$ cat src/dcf_pkg.sv
// Package: shared constants and codes of the DCF backoff timer.
`timescale 1ns / 1ps

package dcf_pkg;

   localparam int TIME_BITS_DEF = 48;   // default width of the internal time count
   localparam int OUT_TIME_W    = 48;   // width of time values on the ports
   localparam int SLOT_W        = 16;
   localparam int DIFS_W        = 20;
   localparam int REMAIN_W      = 32;
   localparam int FRAC_W        = 16;
   localparam int CW_W          = 10;
   localparam int SLOTS_W       = 10;
   localparam int PROD_W        = FRAC_W + CW_W;
   localparam int CSR_INDEX_W   = 1;
   localparam int CSR_DATA_W    = 20;

   localparam logic [SLOT_W-1:0] SLOT_RESET = 16'd20000;
   localparam logic [DIFS_W-1:0] DIFS_RESET = 20'd50000;

   // Rounding term for ceil(frac * cw / 65536).
   localparam logic [PROD_W-1:0] ROUND_UP = PROD_W'(65535);

   typedef enum logic [2:0] {
      KIND_START    = 3'd0,
      KIND_PAUSE    = 3'd1,
      KIND_RESUME   = 3'd2,
      KIND_STOP     = 3'd3,
      KIND_SET_WAIT = 3'd4
   } kind_type;

   typedef enum logic [CSR_INDEX_W-1:0] {
      REG_SLOT_TIME = 1'b0,
      REG_DIFS      = 1'b1
   } csr_index_type;

endpackage

$ cat src/dcf_backoff_timer.sv
// Top level: DCF backoff timer with a shared add/subtract unit and a serial remainder loop.
//
// Usage
//   Commands arrive one beat at a time on the req_ channel (valid/ready) and each one
//   produces exactly one beat on the rsp_ channel (valid/ready), in command order.
//   Kinds: start, pause, resume, stop, set wait; codes 5 to 7 leave the state alone.
//   The csr_ channel writes slot time (index 0) and DIFS (index 1); it is always ready
//   and must only be used while no command is in flight.
// Steps from accept to rsp_valid: stop, set wait and unknown codes go straight to the
//   final step; resume does two adds; start draws the slot count, multiplies it by the
//   slot time and adds; pause adds the wait end, takes the elapsed time, runs the
//   remainder loop (skipped when the slot time is zero), cuts to whole slots and clamps.
//   The loop retires one dividend bit per cycle (18-bit trial subtract of the slot time).
// Throughput: one command at a time; req_ready is high only in the idle state. A new
//   command is taken while the previous result still waits in the output register.
// Reset (synchronous, active high) clears all timer state, drops rsp_valid and loads
//   the slot time and DIFS defaults. When the receiver stalls, the finished result
//   holds in the output register and the next command stalls in its final step.
`timescale 1ns / 1ps

module dcf_backoff_timer
   import dcf_pkg::*;
#(
   parameter int TIME_BITS = TIME_BITS_DEF
) (
   input  logic                    clock,
   input  logic                    reset,
   // configuration writes
   input  logic                    csr_valid,
   output logic                    csr_ready,
   input  logic [CSR_INDEX_W-1:0]  csr_index,
   input  logic [CSR_DATA_W-1:0]   csr_wdata,
   // command channel
   input  logic                    req_valid,
   output logic                    req_ready,
   input  logic [2:0]              req_kind,
   input  logic [OUT_TIME_W-1:0]   req_now_ns,
   input  logic [FRAC_W-1:0]       req_rand_fraction,
   input  logic [CW_W-1:0]         req_contention_window,
   input  logic                    req_channel_idle,
   input  logic [REMAIN_W-1:0]     req_wait_value_ns,
   // result channel
   output logic                    rsp_valid,
   input  logic                    rsp_ready,
   output logic                    rsp_timeout_valid,
   output logic [OUT_TIME_W-1:0]   rsp_timeout_ns,
   output logic                    rsp_running,
   output logic                    rsp_paused,
   output logic [REMAIN_W-1:0]     rsp_remaining_ns
);

   localparam int CNT_BITS = $clog2(TIME_BITS);

   typedef logic [TIME_BITS-1:0] time_type;

   typedef enum logic [3:0] {
      S_IDLE,
      S_MUL_SLOTS,
      S_MUL_REMAIN,
      S_START_SUM,
      S_PAUSE_BASE,
      S_PAUSE_ELAPSED,
      S_PAUSE_DIV,
      S_PAUSE_CUT,
      S_PAUSE_CLAMP,
      S_RESUME_SUM,
      S_RESUME_WAIT,
      S_DONE
   } state_type;

   // sequencer and output register
   state_type             state_ff, state_in;
   logic                  rsp_valid_ff, rsp_valid_in;
   logic                  rsp_tv_ff, rsp_tv_in;
   logic [OUT_TIME_W-1:0] rsp_tmo_ff, rsp_tmo_in;
   logic                  rsp_run_ff, rsp_run_in;
   logic                  rsp_pause_ff, rsp_pause_in;
   logic [REMAIN_W-1:0]   rsp_remain_ff, rsp_remain_in;

   // configuration
   logic [SLOT_W-1:0]     slot_ff, slot_in;
   logic [DIFS_W-1:0]     difs_ff, difs_in;

   // timer state
   logic                  on_ff, on_in;
   logic                  pause_ff, pause_in;
   time_type              count_start_ff, count_start_in;
   logic [REMAIN_W-1:0]   remain_ff, remain_in;
   logic [REMAIN_W-1:0]   wait_ff, wait_in;

   // latched command
   kind_type              kind_ff, kind_in;
   time_type              now_ff, now_in;
   logic [FRAC_W-1:0]     frac_ff, frac_in;
   logic [CW_W-1:0]       cw_ff, cw_in;
   logic                  idle_ff, idle_in;
   logic [REMAIN_W-1:0]   wval_ff, wval_in;

   // work registers
   time_type              acc_ff, acc_in;
   time_type              el_ff, el_in;
   logic [SLOT_W-1:0]     rem_ff, rem_in;
   logic [CNT_BITS-1:0]   cnt_ff, cnt_in;
   logic [SLOTS_W-1:0]    slots_ff, slots_in;
   logic [REMAIN_W-1:0]   work_remain_ff, work_remain_in;

   // shared arithmetic
   logic [FRAC_W-1:0]     mul_a;
   logic [CW_W-1:0]       mul_b;
   logic [PROD_W-1:0]     mul_p;
   logic [PROD_W-1:0]     mul_round;
   time_type              add_a, add_b;
   logic                  add_sub;
   logic [TIME_BITS:0]    add_full;
   time_type              add_sum;
   logic                  add_borrow;
   logic [SLOT_W:0]       div_shift;
   logic [SLOT_W+1:0]     div_trial;

   assign csr_ready         = 1'b1;
   assign req_ready         = (state_ff == S_IDLE);
   assign rsp_valid         = rsp_valid_ff;
   assign rsp_timeout_valid = rsp_tv_ff;
   assign rsp_timeout_ns    = rsp_tmo_ff;
   assign rsp_running       = rsp_run_ff;
   assign rsp_paused        = rsp_pause_ff;
   assign rsp_remaining_ns  = rsp_remain_ff;

   // one 16x10 multiplier: frac*cw for the slot draw, then slots*slot_time
   always_comb begin
      if (state_ff == S_MUL_SLOTS) begin
         mul_a = frac_ff;
         mul_b = cw_ff;
      end else begin
         mul_a = slot_ff;
         mul_b = slots_ff;
      end
      mul_p     = PROD_W'(mul_a) * PROD_W'(mul_b);
      mul_round = mul_p + ROUND_UP;
   end

   // one add/subtract unit; borrow is the inverted carry out on a subtract
   always_comb begin
      add_a   = '0;
      add_b   = '0;
      add_sub = 1'b0;
      unique case (state_ff)
         S_START_SUM: begin
            add_a = now_ff;
            add_b = time_type'(work_remain_ff);
         end
         S_PAUSE_BASE: begin
            add_a = count_start_ff;
            add_b = time_type'(wait_ff);
         end
         S_PAUSE_ELAPSED: begin
            add_a   = now_ff;
            add_b   = acc_ff;
            add_sub = 1'b1;
         end
         S_PAUSE_CUT: begin
            add_a   = el_ff;
            add_b   = time_type'(rem_ff);
            add_sub = 1'b1;
         end
         S_PAUSE_CLAMP: begin
            add_a   = time_type'(remain_ff);
            add_b   = acc_ff;
            add_sub = 1'b1;
         end
         S_RESUME_SUM: begin
            add_a = now_ff;
            add_b = time_type'(remain_ff);
         end
         S_RESUME_WAIT: begin
            add_a = acc_ff;
            add_b = time_type'(wait_ff);
         end
         default: begin
            add_a = acc_ff;
         end
      endcase
      add_full   = {1'b0, add_a} + {1'b0, (add_sub ? ~add_b : add_b)}
                   + (TIME_BITS+1)'(add_sub);
      add_sum    = add_full[TIME_BITS-1:0];
      add_borrow = add_sub & ~add_full[TIME_BITS];
   end

   // restoring remainder step: bring down the next dividend bit, try the slot time
   assign div_shift = {rem_ff, acc_ff[TIME_BITS-1]};
   assign div_trial = {1'b0, div_shift} - {2'b00, slot_ff};

   always_comb begin
      state_in       = state_ff;
      rsp_valid_in   = rsp_valid_ff;
      rsp_tv_in      = rsp_tv_ff;
      rsp_tmo_in     = rsp_tmo_ff;
      rsp_run_in     = rsp_run_ff;
      rsp_pause_in   = rsp_pause_ff;
      rsp_remain_in  = rsp_remain_ff;
      slot_in        = slot_ff;
      difs_in        = difs_ff;
      on_in          = on_ff;
      pause_in       = pause_ff;
      count_start_in = count_start_ff;
      remain_in      = remain_ff;
      wait_in        = wait_ff;
      kind_in        = kind_ff;
      now_in         = now_ff;
      frac_in        = frac_ff;
      cw_in          = cw_ff;
      idle_in        = idle_ff;
      wval_in        = wval_ff;
      acc_in         = acc_ff;
      el_in          = el_ff;
      rem_in         = rem_ff;
      cnt_in         = cnt_ff;
      slots_in       = slots_ff;
      work_remain_in = work_remain_ff;

      if (csr_valid) begin
         unique case (csr_index_type'(csr_index))
            REG_SLOT_TIME: slot_in = csr_wdata[SLOT_W-1:0];
            REG_DIFS:      difs_in = csr_wdata[DIFS_W-1:0];
         endcase
      end

      if (rsp_valid_ff && rsp_ready) begin
         rsp_valid_in = 1'b0;
      end

      unique case (state_ff)
         S_IDLE: begin
            if (req_valid) begin
               kind_in = kind_type'(req_kind);
               now_in  = time_type'(req_now_ns);
               frac_in = req_rand_fraction;
               cw_in   = req_contention_window;
               idle_in = req_channel_idle;
               wval_in = req_wait_value_ns;
               unique case (kind_type'(req_kind))
                  KIND_START:  state_in = S_MUL_SLOTS;
                  KIND_PAUSE:  state_in = S_PAUSE_BASE;
                  KIND_RESUME: state_in = S_RESUME_SUM;
                  default:     state_in = S_DONE;
               endcase
            end
         end
         S_MUL_SLOTS: begin
            slots_in = mul_round[PROD_W-1 -: SLOTS_W];
            state_in = S_MUL_REMAIN;
         end
         S_MUL_REMAIN: begin
            work_remain_in = REMAIN_W'(mul_p);
            state_in       = S_START_SUM;
         end
         S_START_SUM: begin
            acc_in   = add_sum;
            state_in = S_DONE;
         end
         S_PAUSE_BASE: begin
            acc_in   = add_sum;
            state_in = S_PAUSE_ELAPSED;
         end
         S_PAUSE_ELAPSED: begin
            // clamp to zero when now is before the end of the wait
            acc_in = add_borrow ? '0 : add_sum;
            el_in  = add_borrow ? '0 : add_sum;
            rem_in = '0;
            cnt_in = CNT_BITS'(TIME_BITS - 1);
            if (slot_ff == '0) begin
               acc_in   = '0;
               state_in = S_PAUSE_CLAMP;
            end else begin
               state_in = S_PAUSE_DIV;
            end
         end
         S_PAUSE_DIV: begin
            acc_in = {acc_ff[TIME_BITS-2:0], 1'b0};
            rem_in = div_trial[SLOT_W+1] ? div_shift[SLOT_W-1:0] : div_trial[SLOT_W-1:0];
            if (cnt_ff == '0) begin
               state_in = S_PAUSE_CUT;
            end else begin
               cnt_in = cnt_ff - 1'b1;
            end
         end
         S_PAUSE_CUT: begin
            // whole slots elapsed = elapsed - (elapsed mod slot)
            acc_in   = add_sum;
            state_in = S_PAUSE_CLAMP;
         end
         S_PAUSE_CLAMP: begin
            work_remain_in = add_borrow ? '0 : add_sum[REMAIN_W-1:0];
            state_in       = S_DONE;
         end
         S_RESUME_SUM: begin
            acc_in   = add_sum;
            state_in = S_RESUME_WAIT;
         end
         S_RESUME_WAIT: begin
            acc_in   = add_sum;
            state_in = S_DONE;
         end
         S_DONE: begin
            if (!rsp_valid_ff || rsp_ready) begin
               rsp_tv_in = 1'b0;
               unique case (kind_ff)
                  KIND_START: begin
                     on_in          = 1'b1;
                     count_start_in = now_ff;
                     remain_in      = work_remain_ff;
                     pause_in       = ~idle_ff;
                     wait_in        = idle_ff ? '0 : REMAIN_W'(difs_ff);
                     rsp_tv_in      = idle_ff;
                  end
                  KIND_PAUSE: begin
                     remain_in = work_remain_ff;
                     pause_in  = 1'b1;
                     wait_in   = REMAIN_W'(difs_ff);
                  end
                  KIND_RESUME: begin
                     pause_in       = 1'b0;
                     count_start_in = now_ff;
                     rsp_tv_in      = 1'b1;
                  end
                  KIND_STOP: begin
                     on_in          = 1'b0;
                     pause_in       = 1'b0;
                     count_start_in = '0;
                     remain_in      = '0;
                     wait_in        = '0;
                  end
                  KIND_SET_WAIT: begin
                     wait_in = wval_ff;
                  end
                  default: begin
                  end
               endcase
               rsp_valid_in  = 1'b1;
               rsp_tmo_in    = rsp_tv_in ? OUT_TIME_W'(acc_ff) : '0;
               rsp_run_in    = on_in;
               rsp_pause_in  = pause_in;
               rsp_remain_in = remain_in;
               state_in      = S_IDLE;
            end
         end
         default: begin
            state_in = S_IDLE;
         end
      endcase
   end

   always_ff @(posedge clock) begin
      if (reset) begin
         state_ff       <= S_IDLE;
         rsp_valid_ff   <= 1'b0;
         rsp_tv_ff      <= 1'b0;
         rsp_tmo_ff     <= '0;
         rsp_run_ff     <= 1'b0;
         rsp_pause_ff   <= 1'b0;
         rsp_remain_ff  <= '0;
         slot_ff        <= SLOT_RESET;
         difs_ff        <= DIFS_RESET;
         on_ff          <= 1'b0;
         pause_ff       <= 1'b0;
         count_start_ff <= '0;
         remain_ff      <= '0;
         wait_ff        <= '0;
      end else begin
         state_ff       <= state_in;
         rsp_valid_ff   <= rsp_valid_in;
         rsp_tv_ff      <= rsp_tv_in;
         rsp_tmo_ff     <= rsp_tmo_in;
         rsp_run_ff     <= rsp_run_in;
         rsp_pause_ff   <= rsp_pause_in;
         rsp_remain_ff  <= rsp_remain_in;
         slot_ff        <= slot_in;
         difs_ff        <= difs_in;
         on_ff          <= on_in;
         pause_ff       <= pause_in;
         count_start_ff <= count_start_in;
         remain_ff      <= remain_in;
         wait_ff        <= wait_in;
         kind_ff        <= kind_in;
         now_ff         <= now_in;
         frac_ff        <= frac_in;
         cw_ff          <= cw_in;
         idle_ff        <= idle_in;
         wval_ff        <= wval_in;
         acc_ff         <= acc_in;
         el_ff          <= el_in;
         rem_ff         <= rem_in;
         cnt_ff         <= cnt_in;
         slots_ff       <= slots_in;
         work_remain_ff <= work_remain_in;
      end
   end

   // a scheduled timeout always leaves the timer counting
   a_timeout_not_paused: assert property (@(posedge clock) disable iff (reset)
      (rsp_valid_ff && rsp_tv_ff) |-> !rsp_pause_ff)
      else $error("timeout reported while paused");

   // no timeout time is shown without a timeout
   a_timeout_zero: assert property (@(posedge clock) disable iff (reset)
      (rsp_valid_ff && !rsp_tv_ff) |-> (rsp_tmo_ff == '0))
      else $error("timeout time set without timeout");

   // every accepted command takes the sequencer out of idle in the following cycle
   a_accept_busy: assert property (@(posedge clock) disable iff (reset)
      (req_valid && req_ready) |=> (state_ff != S_IDLE))
      else $error("sequencer stayed idle after accept");

endmodule
$ cat config.mk
export PLATFORM = sky130hd
export DESIGN_NAME = dcf_backoff_timer
export DESIGN_NICKNAME = d
export VERILOG_FILES = /design/src/dcf_pkg.sv /design/src/dcf_backoff_timer.sv
export SDC_FILE = /design/constraint.sdc
export NUM_CORES = 1
export LEC_CHECK = 0
export BUFFER_PORTS_ARGS = -buffer_cell sky130_fd_sc_hd__buf_2
export CORE_ASPECT_RATIO = 0.5
export CORE_MARGIN = 2
export CORE_UTILIZATION = 32
export DETAILED_ROUTE_END_ITERATION = 7
export GPL_TIMING_DRIVEN = 1
export PLACE_DENSITY = 0.57
export SLEW_MARGIN = 0
export SYNTH_ARGS = -nofsm -noshare
export SYNTH_HDL_FRONTEND = slang
export SYNTH_SLANG_ARGS = --single-unit
$ cat constraint.sdc
create_clock -name clock -period 7.8 [get_ports clock]
set_input_delay 0.78 -clock clock [delete_from_list [all_inputs] [get_ports clock]]
set_output_delay 0.78 -clock clock [all_outputs]
set_load 0.005 [all_outputs]
==> impl_metrics.yaml, run 1 <==
outcome:
  outcome: "finished clean"
logic_synthesis:
  synth_seq_cells: 474
  synth_ff_type: "edfxtp_1"
  syn_inst: 3027
  synth-edff-count: 270
  netlist_top_cells_area: "edfxtp_1, dfxtp_1, fa_1"
  yosysTopAreaCell: "edfxtp_1"
  synth_top_area_share_pct: 28.5
  synth_nets: 3401
  syn-mean-instance-area_um2: 9.41
  yosys_warnings: 0
  synth_area_mm2: 0.0285
  ys_seq_area_share_pct: 42.8
  synth.distinct_cells: 84
  synthArstFlopShare_pct: 0
floorplanning:
  dieWidth_um: 426
  die_area_mm2: 0.0915
  start_util_pct: 32.3
  core.rowCount: 77
  core_mm2: 0.0882
  io-pin-count: 222
  dieHeight_um: 215
timing:
  maxSlewViolCount: 0
  timing.fmax_mhz: 137
  min_period_ns: 7.32
  period_share_pct: 93.9
  setup_tns_ns: 0
  finalHoldViolCount: 0
  tightest_slew_ns: 1.25
  finClkSkew_ns: 0.0341
  relSlewSlack_pct: 16.8
  finalSetupViolCount: 0
  rsz0062_at_grt: "false"
critical_path:
  path_class: "flip-flop to flip-flop"
  cp_max_fo: 45
  cp-endpoint: "slots_ff[9]"
  critPathArrivalTime_ns: 7.69
  cp-startpoint: "state_ff[2]"
  start_kind: "flip-flop"
  path_cells: "nor4b_4 -> buf_12 -> mux2i_1 -> buf_4 -> nor2_1 -> fa_1 -> fa_1 -> fa_1 -> fa_1 -> inv_1 -> fa_1 -> inv_1 -> ha_1 -> a21o_1 -> or3_1 -> o21ai_0 -> o311a_1 -> nor4_1 -> buf_4 -> a41oi_1 -> nand3_1 -> nor2b_2 -> nand4_1 -> xor2_1"
  worst-path-buf-inv: 5
  reg2reg_depth: 24
  cp-end-kind: "flip-flop"
  critPathRequiredTime_ns: 8.17
  cp_num_cells: 24
  max_stage_delay_ns: 0.56
  slowest_stage: "fa_1"
  crit_path_frequent_cell: "fa_1"
  crit_family: "adder cells"
  r2r_end: "slots_ff[9]"
  reg2reg_slack_ns: 0.48
  r2r-start: "state_ff[2]"
global_routing:
  grtUsageTotal_pct: 20.5
  grt_max_degree: 85
  grt_pass1_vias: 23384
  grt_antenna_before_repair: 3
  grt_overflow: 0
  grt_pass1_wl_mm: 145
clock_tree:
  cts_buffer_depth: 3
  clock-root-buffer: "clkbuf_16"
  cts_buffers: 49
  cts_tree: "built"
  htree_levels: 2
  cts_setup_buffers: 0
  cts-resized-gates: 0
  cts.sinks: 474
  cts_hold_buf: 0
  path_clk_slew_ns: 0.08
  clk_latency_ns: 0.63
routing:
  vias: 24038
  drcViolationCount: 0
  drt-total-wl_mm: 95.6
  first_pass_iters: 7
  route.antenna.remaining_nets: 0
  viasPerCell: 5.47
  drt_first_iter_violations: 2517
  wire_per_inst_um: 21.7
cells_and_area:
  layout_commonest_cell: "nand2_1"
  mostFrequentLayoutCells: "nand2_1, nor2_1, edfxtp_1"
  instances_no_fill: 4398
  synthToLayoutAreaGrowth_pct: 14.5
  diodes: 0
  nNetsFinal: 3547
  drive_gt1_share_pct: 13.1
placement:
  gp_congestion: 0.951
  portBuffers: 220
  hpwl_mm: 70.1
  dp.cells: 4307
min_path:
  min_path_type: "primary input to flip-flop"
flow_run:
  cap_violations: 0
## final cells by class
class / instances / area, um^2
fillers: 8969 / 55700
clock inverters: 19 / 218
inverters: 170 / 638
clock buffers: 72 / 1460
repair buffers: 281 / 1590
well taps: 1185 / 1480
multi-input cells: 2197 / 15000
flip-flops and latches: 474 / 12200
## flip-flops by register name, summed over array words and instances (netlist names), 16 cells and up
signal / flops
frac_ff: 16
count_start_ff: 48
acc_ff: 48
wait_ff: 32
now_ff: 48
rsp_timeout_ns: 48
rem_ff: 16
difs_ff: 20
work_remain_ff: 32
slot_ff: 16
el_ff: 48
remain_ff: 32
wval_ff: 32
## how the worst min path moves through the flow
stage / start / end / slack (ns) / cells after the start
2_1_floorplan: wait_ff[20] / wait_ff[20] / 0.43 / 2
3_5_place_dp: difs_ff[3] / difs_ff[3] / 0.45 / 2
4_1_cts: req_contention_window[4] / cw_ff[4] / 0.29 / 1
6_report: req_contention_window[4] / cw_ff[4] / 0.32 / 1
5_1_grt: req_wait_value_ns[25] / wval_ff[25] / 0.30 / 1
3_3_place_gp: difs_ff[1] / difs_ff[1] / 0.44 / 2
## worst reg2reg max path: cells and delay by family (launching register included)
family          cells  cell delay [ns]
fa+ha+maj           6             2.97
flops               1             0.33
buf+inv             5             0.72
compound gates      4             1.06
simple gates        7             1.41
mux                 1             0.39
xor+xnor            1             0.18
## metrics by stage
stage	worst slack, ns	util (%)	hold WS (ns)	area [um^2]
after floorplan	0.356	-	0.432	28500
after global placement	0.473	35.0	0.443	30900
after detailed placement	0.399	35.0	0.446	30900
after CTS	0.324	36.9	0.288	32600
after global routing	0.0183	36.9	0.298	32600
final	0.476	36.9	0.316	32600
## cell families (layout without fill, tap and decap cells)
logic type | count (synthesis) | count (layout) | share of synthesized area [%]
and+or+nand+nor | 1038 | 1038 | 16.1
AOI/OAI and AO/OA | 807 | 807 | 19.1
DFF | 474 | 474 | 42.8
buffers and inverters | 356 | 542 | 4.84
adders and majority gates | 238 | 238 | 13.4
xor gates and xnor gates | 84 | 84 | 2.58
muxes | 29 | 29 | 1.09
other | 1 | 1 | 0.0132
## synthesized netlist by cell type (23+ instances only)
library cell	count
ha_1	126
o22ai_1	23
a31oi_1	37
fa_1	112
dfxtp_1	204
nand3_1	72
inv_1	170
and2_1	37
clkbuf_1	152
nand2_1	377
a22oi_1	111
o21ai_0	106
xor2_1	31
edfxtp_1	270
a222oi_1	62
xnor2_1	53
nor2_1	355
a21o_1	45
nor3_1	51
a21oi_1	243
nor2b_1	34
## metal layers
layer,global-route usage (%),share of wire [%],wire length [um]
met3,2.72,5.8,5570
met2,34.7,48,46100
met4,7.16,3.6,3460
met5,0,0,0
met1,26.9,42,40500
Power of run 1 is not shown: default switching activity piles up to over one toggle a cycle in this logic, so the estimate is an artifact.
==> run 2, diff against run 1 <==
--- a/config.mk
+++ b/config.mk
@@ -7,7 +7,6 @@
 export LEC_CHECK = 0
 export BUFFER_PORTS_ARGS = -buffer_cell sky130_fd_sc_hd__buf_2
 export CORE_ASPECT_RATIO = 0.5
-export CORE_MARGIN = 2
 export CORE_UTILIZATION = 32
 export DETAILED_ROUTE_END_ITERATION = 7
 export GPL_TIMING_DRIVEN = 1
==> run 2 against run 1 <==
Net effect: the run now ends with design-rule violations left; via count down 0.37%; clock skew decreased by 0.0019 ns; utilization is 0.53 points higher; sequential cell count unchanged; critical path depth stayed put; hold slack better by 0.0030 ns; clock-buffer cell count shrank 11; sequential share of layout area hardly changed; register-to-register slack hardly changed; cell area rose by 0.13%; first-iteration DRC count decreased by 8.9%; critical path type unchanged; critical endpoint unchanged.
==> impl_metrics.yaml, run 2 (synthesis gave the netlist of run 1 again) <==
floorplanning:
  core.rowCount: 76
  dieHeight_um: 213
  dieWidth_um: 424
  start_util_pct: 32.7
  io-pin-count: 222
  core_mm2: 0.0871
  die_area_mm2: 0.0902
cells_and_area:
  mostFrequentLayoutCells: "nand2_1, nor2_1, edfxtp_1"
  postLayoutCoreUtil_pct: 37.5
  layout_commonest_cell: "nand2_1"
  nNetsFinal: 3554
  drive_gt1_share_pct: 13.5
  diodes: 0
  instances_no_fill: 4389
  synthToLayoutAreaGrowth_pct: 14.6
timing:
  timing.fmax_mhz: 136
  period_share_pct: 94.1
  relSlewSlack_pct: 17.3
  tightest_slew_ns: 1.24
  finClkSkew_ns: 0.0322
  setup_tns_ns: 0
  finalHoldViolCount: 0
  finalSetupViolCount: 0
  maxSlewViolCount: 0
  fin_hold_ws_ns: 0.319
  min_period_ns: 7.34
  rsz0062_at_grt: "false"
critical_path:
  r2r-start: "state_ff[2]"
  slowest_stage: "fa_1"
  cp_num_cells: 24
  crit_path_frequent_cell: "fa_1"
  worst-path-buf-inv: 5
  reg2reg_depth: 24
  critPathRequiredTime_ns: 8.16
  cp-startpoint: "state_ff[2]"
  crit_family: "adder cells"
  path_class: "flip-flop to flip-flop"
  start_kind: "flip-flop"
  cp_max_fo: 52
  max_stage_delay_ns: 0.59
  path_cells: "nor4b_4 -> buf_12 -> buf_4 -> nand2_1 -> o21ai_1 -> nand2_1 -> fa_1 -> inv_1 -> fa_1 -> fa_1 -> fa_1 -> inv_1 -> fa_1 -> inv_1 -> ha_1 -> a21oi_1 -> o21ai_0 -> a211oi_1 -> or2_2 -> xnor2_1 -> nand3_1 -> nor2b_4 -> nand4_1 -> xor2_1"
  cp-end-kind: "flip-flop"
  critPathArrivalTime_ns: 7.70
routing:
  wire_per_inst_um: 22.1
  drt-total-wl_mm: 96.9
  viasPerCell: 5.46
  vias: 23950
  drcViolationCount: 3
  route.antenna.remaining_nets: 0
  drt_first_iter_violations: 2294
  first_pass_iters: 8
clock_tree:
  clk_latency_ns: 0.63
  path_clk_slew_ns: 0.07
  cts_buffers: 47
  clock-root-buffer: "clkbuf_16"
  cts_tree: "built"
  cts_hold_buf: 0
  cts.sinks: 474
  cts_buffer_depth: 3
  htree_levels: 2
global_routing:
  grt_max_degree: 86
  grt_antenna_before_repair: 1
  grt_use_met2_pct: 36.3
  met3_usage_pct: 2.90
  gr-usage-met1_pct: 27.7
  grt_pass1_wl_mm: 146
  grt_pass1_vias: 23485
  grt_overflow: 0
  grt-busiest-layer: "met2"
  grtUsageTotal_pct: 21.2
outcome:
  violations: "design-rule violations"
  outcome: "complete, but fails checks"
placement:
  portBuffers: 220
  dp.cells: 4301
  hpwl_mm: 71.4
  gp_congestion: 0.936
min_path:
  min_path_type: "primary input to flip-flop"
  min-delay-start: "req_wait_value_ns[18]"
  hold_path_depth: 1
flow_run:
  cap_violations: 0
## run 2: changes by cell type in the layout (fill, tap and decap cells not counted), moves of 2 or more
| cell | before | now |
|---|---|---|
| bufinv_16 | 2 | 5 |
| clkinv_2 | 7 | 10 |
| clkbuf_1 | 14 | 7 |
| buf_4 | 59 | 69 |
| clkbuf_16 | 54 | 50 |
| o21ai_1 | 11 | 13 |
| clkinvlp_4 | 0 | 3 |
## run 2: per-stage QoR
| stage | setup WS, ns | instance area, um^2 |
|---|---|---|
| floorplan | 0.356 | 28500 |
| global placement | 0.357 | 30900 |
| detailed placement | 0.264 | 30900 |
| CTS | 0.209 | 32600 |
| global route | 0.0656 | 32600 |
| finish | 0.463 | 32600 |
## run 2: layout make-up
type | instances | area (um^2)
Clock buffer | 61 | 1330
Inverter | 170 | 638
Timing Repair Buffer | 290 | 1650
Clock inverter | 27 | 329
Tap cell | 1170 | 1460
Fill cell | 8890 | 54500
Multi-Input combinational cell | 2197 | 15000
Sequential cell | 474 | 12200
## run 2: repair_timing
action / in CTS / in global routing
buffers inserted: 0 / 0
endpoints found under the setup margin: 0 / 6
gates resized for setup: 0 / 9
hold endpoints to repair: 0 / 0
## run 2: final timing paths
| check | endpoint | slack [ns] |
|---|---|---|
| max reg2reg | slots_ff[9] | 0.46 |
| max | slots_ff[9] | 0.46 |
| min | wval_ff[18] | 0.32 |
| min reg2reg | difs_ff[12] | 0.46 |
## run 2: routing by layer
layer / wire (um) / vias to the layer above
met5: 0 / -
met4: 2680 / 0
met3: 6150 / 135
met2: 46700 / 858
met1: 41400 / 11752
li1: - / 11205
Power of run 2 is left out for the same reason.
